File: src/rtl/spb_pkg.sv
package spb_pkg;

  localparam int PageBits     = 4096;
  localparam int MaxPages     = 16;
  localparam int OffBits      = $clog2(PageBits);
  localparam int PidBits      = 64 - OffBits;
  localparam int SlotBits     = (MaxPages > 1) ? $clog2(MaxPages) : 1;
  localparam int CountBits    = $clog2(MaxPages + 1);
  localparam int WordsPerPage = (PageBits + 63) / 64;
  localparam int WordBits     = (WordsPerPage > 1) ? $clog2(WordsPerPage) : 1;
  localparam int StoreWords   = WordsPerPage * MaxPages;
  localparam int AddrBits     = $clog2(StoreWords);

  localparam logic CMD_INSERT = 1'b0;
  localparam logic CMD_QUERY  = 1'b1;

  // Classified item handed from front to back
  typedef struct packed {
    logic                is_insert;
    logic                hit;       // page has (or just got) a slot
    logic                dropped;   // insert with no free slot
    logic [AddrBits-1:0] addr;
    logic [5:0]          bit_idx;
    logic [4:0]          count;     // slots in use after this item
  } job_t;

endpackage

File: src/rtl/spb_queue.sv
module spb_queue (
  input  logic          clk,
  input  logic          rst,
  input  logic          in_valid,
  output logic          in_stall,
  input  spb_pkg::job_t in_job,
  output logic          out_valid,
  input  logic          out_stall,
  output spb_pkg::job_t out_job
);

  // Two-entry queue
  spb_pkg::job_t ent [2];
  logic          rd_ptr;
  logic          wr_ptr;
  logic [1:0]    fill;
  logic          push;
  logic          pop;

  assign in_stall  = (fill == 2'd2);
  assign out_valid = (fill != 2'd0);
  assign out_job   = ent[rd_ptr];
  assign push      = in_valid && !in_stall;
  assign pop       = out_valid && !out_stall;

  always_ff @(posedge clk) begin
    if (rst) begin
      rd_ptr <= 1'b0;
      wr_ptr <= 1'b0;
      fill   <= '0;
    end else begin
      if (push) wr_ptr <= !wr_ptr;
      if (pop)  rd_ptr <= !rd_ptr;
      fill <= fill + {1'b0, push} - {1'b0, pop};
    end
  end

  always_ff @(posedge clk) begin
    if (push) begin
      ent[wr_ptr] <= in_job;
    end
  end

endmodule

File: config.mk
export PLATFORM = sky130hd
export DESIGN_NAME = spb_queue
export DESIGN_NICKNAME = d
export VERILOG_FILES = /design/src/rtl/spb_pkg.sv /design/src/rtl/spb_queue.sv
export SDC_FILE = /design/constraint.sdc
export NUM_CORES = 1
export LEC_CHECK = 0
export ABC_AREA = 1
export BUFFER_PORTS_ARGS = -buffer_cell sky130_fd_sc_hd__buf_2
export CORE_ASPECT_RATIO = 0.8
export CORE_MARGIN = 2
export CORE_UTILIZATION = 50
export CTS_BUF_LIST = sky130_fd_sc_hd__clkbuf_16
export CTS_CLUSTER_DIAMETER = 40
export DETAILED_ROUTE_END_ITERATION = 8
export PLACE_DENSITY = 0.76
export SLEW_MARGIN = 20
export SYNTH_ARGS = -nofsm -noshare
export SYNTH_HDL_FRONTEND = slang
export SYNTH_SLANG_ARGS = --single-unit
File: constraint.sdc
create_clock -name clk -period 2.5 [get_ports clk]
set_clock_uncertainty 0.05 [all_clocks]
set_input_delay 0.375 -clock clk [delete_from_list [all_inputs] [get_ports clk]]
set_output_delay 0.375 -clock clk [all_outputs]
set_load 0.02 [all_outputs]
Word level (Yosys, flattened, before mapping)
Memories as Yosys holds them, arrays and structs flattened. A register that Yosys moved wholly into a read port is not among the register bits.
Cells that the tools add are included.
{"block": "word_totals", "ramBits": 48, "out_inout_bits": 26, "n_memories": 1, "word_cells": 18, "in_bits": 28, "regBits": 4}
{"memory": "ent", "depth": 2, "word_bits": 24, "rd": 1, "rd_clocked_by_memory_dff": 1, "wr": 1, "line_no": "spb_queue.sv:13", "text": "spb_pkg::job_t ent [2];"}
{"block": "op_classes", "eq_ne": 1, "mux": 4, "n_addsub": 2, "reduce_logical": 7}
{"op": "$logic_not A1 Y1", "n": 4}
{"op": "$mux W1", "n": 4}
{"op": "$add A2 B1 Y2", "n": 1}
{"op": "$eq A2 B2 Y1 const B", "n": 1}
{"op": "$logic_and A1 B1 Y1", "n": 2}
{"op": "$reduce_bool A2 Y1", "n": 1}
{"op": "$sub A2 B1 Y2", "n": 1}

Logic depth before layout (Yosys ltp)
{"block": "logic_depth", "ltp_word": 5, "mapped_depth": 11, "depth_no_buf": 11}

Least setup slack after synthesis
No wires, ideal clock.
{"block": "synth_timing", "path_kind": "reg2reg", "from": "register fill[0]", "to": "memory ent[0][0] (netlist name), enable pin", "path_buffers": 0, "slack_ps": 462, "period_less_slack_ps": 2038, "required_ps": 2045, "arrival_ps": 1583, "setup_ps": 405, "stages_incl_launch_ff": 5, "cell_sequence": "dfxtp_1 inv_1 nand2_1 nand2_1 nor2_1"}
{"block": "synth_between", "elab_chain_len": 5}
{"element": "start, declared", "line_no": "spb_queue.sv:16", "text": "logic [1:0] fill;"}
{"element": "start signal, assigned", "line_no": "spb_queue.sv:34", "text": "fill <= fill + {1'b0, push} - {1'b0, pop};"}
{"element": "$eq A2 B2 Y1", "line_no": "spb_queue.sv:20", "text": "assign in_stall = (fill == 2'd2);"}
{"element": "$logic_not A1 Y1", "line_no": "spb_queue.sv:23", "text": "assign push = in_valid && !in_stall;"}
{"element": "$logic_and A1 B1 Y1", "line_no": "spb_queue.sv:23"}
{"element": "$mux W1", "line_no": "spb_queue.sv:39", "text": "if (push) begin"}
{"element": "$mux W1 (not written as such)", "line_no": "spb_queue.sv:40", "text": "ent[wr_ptr] <= in_job;"}
{"element": "end, declared", "line_no": "spb_queue.sv:13"}
No other way between the ends.

==> impl_metrics.py <==
metrics = {
    "run_status": {
        "status": "complete, no violations",
    },
    "timing": {
        "tightest_slew_ns": 0.4081,
        "fin_setup_tns_ns": 0,
        "fin_crit_ns": 2.071,
        "fmax_mhz": 482.8,
        "relSlewSlack": 0.7276,
        "maxSlewViolCount": 0,
        "fin_crit_sh": 0.8285,
        "hold_viol": 0,
        "finalSetupViolations": 0,
        "grt_setup_unrepaired": "no",
    },
    "flow_run": {
        "maxCapViolCount": 0,
    },
    "worst_setup_path": {
        "end_kind": "primary output",
        "reg2regPathDepth": 10,
        "r2r_slack_ns": 0.87,
        "worstPathCellList": "buf_4 -> mux2_4 -> buf_2",
        "critPathLaunchType": "flop",
        "worstPathMaxFanout": 10,
        "worst_ep_arrival_time_ns": 1.65,
        "timing.rr.end": "fill[1]",
        "setup.worst_path.class": "flop to primary output",
        "worst_path_max_delay_cell": "dfxtp_1",
        "r2r_start": "fill[0]",
        "required_ns": 2.08,
        "cpPeakStageDelay_ns": 0.57,
    },
    "drt": {
        "met1Wirelength_um": 1406,
        "route.met3.wl_um": 244,
        "drc": 0,
        "postRouteAntennaNets": 0,
        "firstDrtPassIters": 4,
        "maxUsedRoutingLayer": "met4",
        "routed-via-count": 1121,
        "wl_met2_um": 1548,
        "via_per_inst": 4.874,
        "detail_route.iter0.violations": 77,
        "routed_wl_um": 3309,
        "wire_per_inst_um": 14.39,
    },
    "final_layout": {
        "syn_to_final_growth_pct": 22.98,
        "fillers": 285,
        "drive_gt1_frac": 0.5086,
        "utilization": 0.6571,
        "fin_nets": 204,
        "n_antenna_cell": 0,
        "stdcell_count": 230,
    },
    "placement": {
        "gp_congestion": 0.8449,
        "io_buffers": 53,
        "hpwl_um": 2338,
        "dp_cells": 222,
    },
    "clock_network": {
        "cts_resized": 0,
        "post_cts_buffers": 0,
        "cts_buffers": 5,
        "cts_buffer_depth": 2,
        "postCtsHoldBufs": 0,
        "tritoncts": "done",
        "cts_max_level": 2,
        "root_buffer": "clkbuf_16",
        "clk_pin_slew_ns": 0.06,
        "clock_sinks": 53,
        "clkLatencyLatePin_ns": 0.29,
    },
    "grt": {
        "grt_pass1_vias": 1134,
        "antenna_found_initial": 0,
        "grt_max_degree": 25,
        "grt_usage": 0.1523,
        "grt_pass1_wl_um": 5050,
        "grt-ovfl-total": 0,
    },
    "die": {
        "die_area_um2": 4707,
        "die_h_um": 61.77,
        "core_um2": 3904,
        "io-pin-count": 54,
        "num_rows": 20,
        "die_w_um": 76.21,
        "initial_core_util": 0.5343,
    },
    "min_path": {
        "worstHoldEndpoint": "fill[0]",
        "hold_class": "primary input to flop",
        "min_from": "rst",
        "hold_depth": 2,
    },
    "synthesis": {
        "synth_cell_types": 12,
        "syn_avg_cell_area_um2": 18.46,
        "netlist_area_um2": 2086,
        "syn_nets": 143,
        "ys_seq_elements": 53,
        "synth_top_area_frac": 0.6911,
        "yosys_warnings": 0,
        "synth_area_leader_cell": "edfxtp_1",
        "ys_seq_area_frac": 0.7391,
        "synthCells": 113,
        "synth.area.top_cells": "edfxtp_1 69%, mux2_4 14%, dfxtp_1 4.8%",
    },
    "power_and_ir_drop": {
        "power.density_nw_per_um2": 1057,
        "ir_drop_mv": 0.7227,
        "p_leak_nw": 1.076,
    },
}
==> logic make-up after synthesis <==
kind of cell    synth area share
buf+inv                  0.04079
simple gates             0.03779
mux                       0.1656
flops                     0.7391
fa+ha+maj                0.01200
compound gates          0.004799
==> worst max-delay path, delay by kind of cell (launching register included) <==
family	cells	cell delay, ns
buf+inv	2	0.47
mux	1	0.32
flops	1	0.57
==> where the power goes <==
group / internal (W) / total, W / switching, W
Clock: 0.000466 / 0.000743 / 0.000276
Sequential: 0.00113 / 0.00119 / 0.0000599
Combinational: 0.000342 / 0.000783 / 0.000442
==> worst max path at each step <==
| stage | to | slack, ns | cells after the start |
|---|---|---|---|
| final | out_job[4] | 0.43 | 3 |
| after global routing | out_job[5] | 0.36 | 3 |
| after CTS | out_job[4] | 0.41 | 3 |
| after detailed placement | out_job[4] | 0.73 | 3 |
| after global placement | out_job[4] | 0.74 | 3 |
| after floorplan | ent[0][0] | 0.46 | 4 |
==> state kept, by name (all words and copies together) (netlist names), named ones only <==
signal and cells:
rd_ptr 1, ent 48, wr_ptr 1, fill 2
==> layout by cell type, fill, tap and decap left out, drive strengths merged, types with 2 or more instances in the layout <==
cell type	instances
nand3	3
inv	10
nand2	8
mux2	24
clkbuf	5
a21oi	2
buf	57
dfxtp	5
ha	2
edfxtp	48
nor2	9
==> Yosys cell counts <==
cell / count
edfxtp_1: 48
mux2_4: 20
inv_1: 9
nor2_1: 9
nand2_1: 8
dfxtp_1: 5
mux2_2: 4
nand3_1: 3
a21oi_1: 2
buf_12: 2
ha_1: 2
buf_6: 1
==> per-layer routing <==
metal  vias up  global-route usage
met2        51              0.2389
met3         9             0.05491
met4         0              0.1247
met1       532              0.1764
met5         -                   0
li1        529                   -
==> layout make-up <==
class	instances	area, µm²	area share
flip-flops and latches	53	1541	0.6010
multi-input cells	48	461.7	0.1800
repair buffers	57	295.3	0.1151
clock buffers	5	125.1	0.04878
well taps	55	68.82	0.02683
clock inverters	3	38.79	0.01512
inverters	9	33.78	0.01317
==> metrics by stage <==
step | hold WS (ns) | worst slack (ns) | total power (W) | cell area (µm²)
after floorplan | 0.3962 | 0.4624 | 0.001804 | 2086
after global placement | 0.4369 | 0.7421 | 0.001967 | 2401
after detailed placement | 0.4589 | 0.7251 | 0.001998 | 2401
after CTS | 0.1988 | 0.4075 | 0.002743 | 2565
after global routing | 0.2134 | 0.3571 | 0.002836 | 2565
final | 0.2051 | 0.4288 | 0.002712 | 2565
Power figures use the tool's default switching activity.
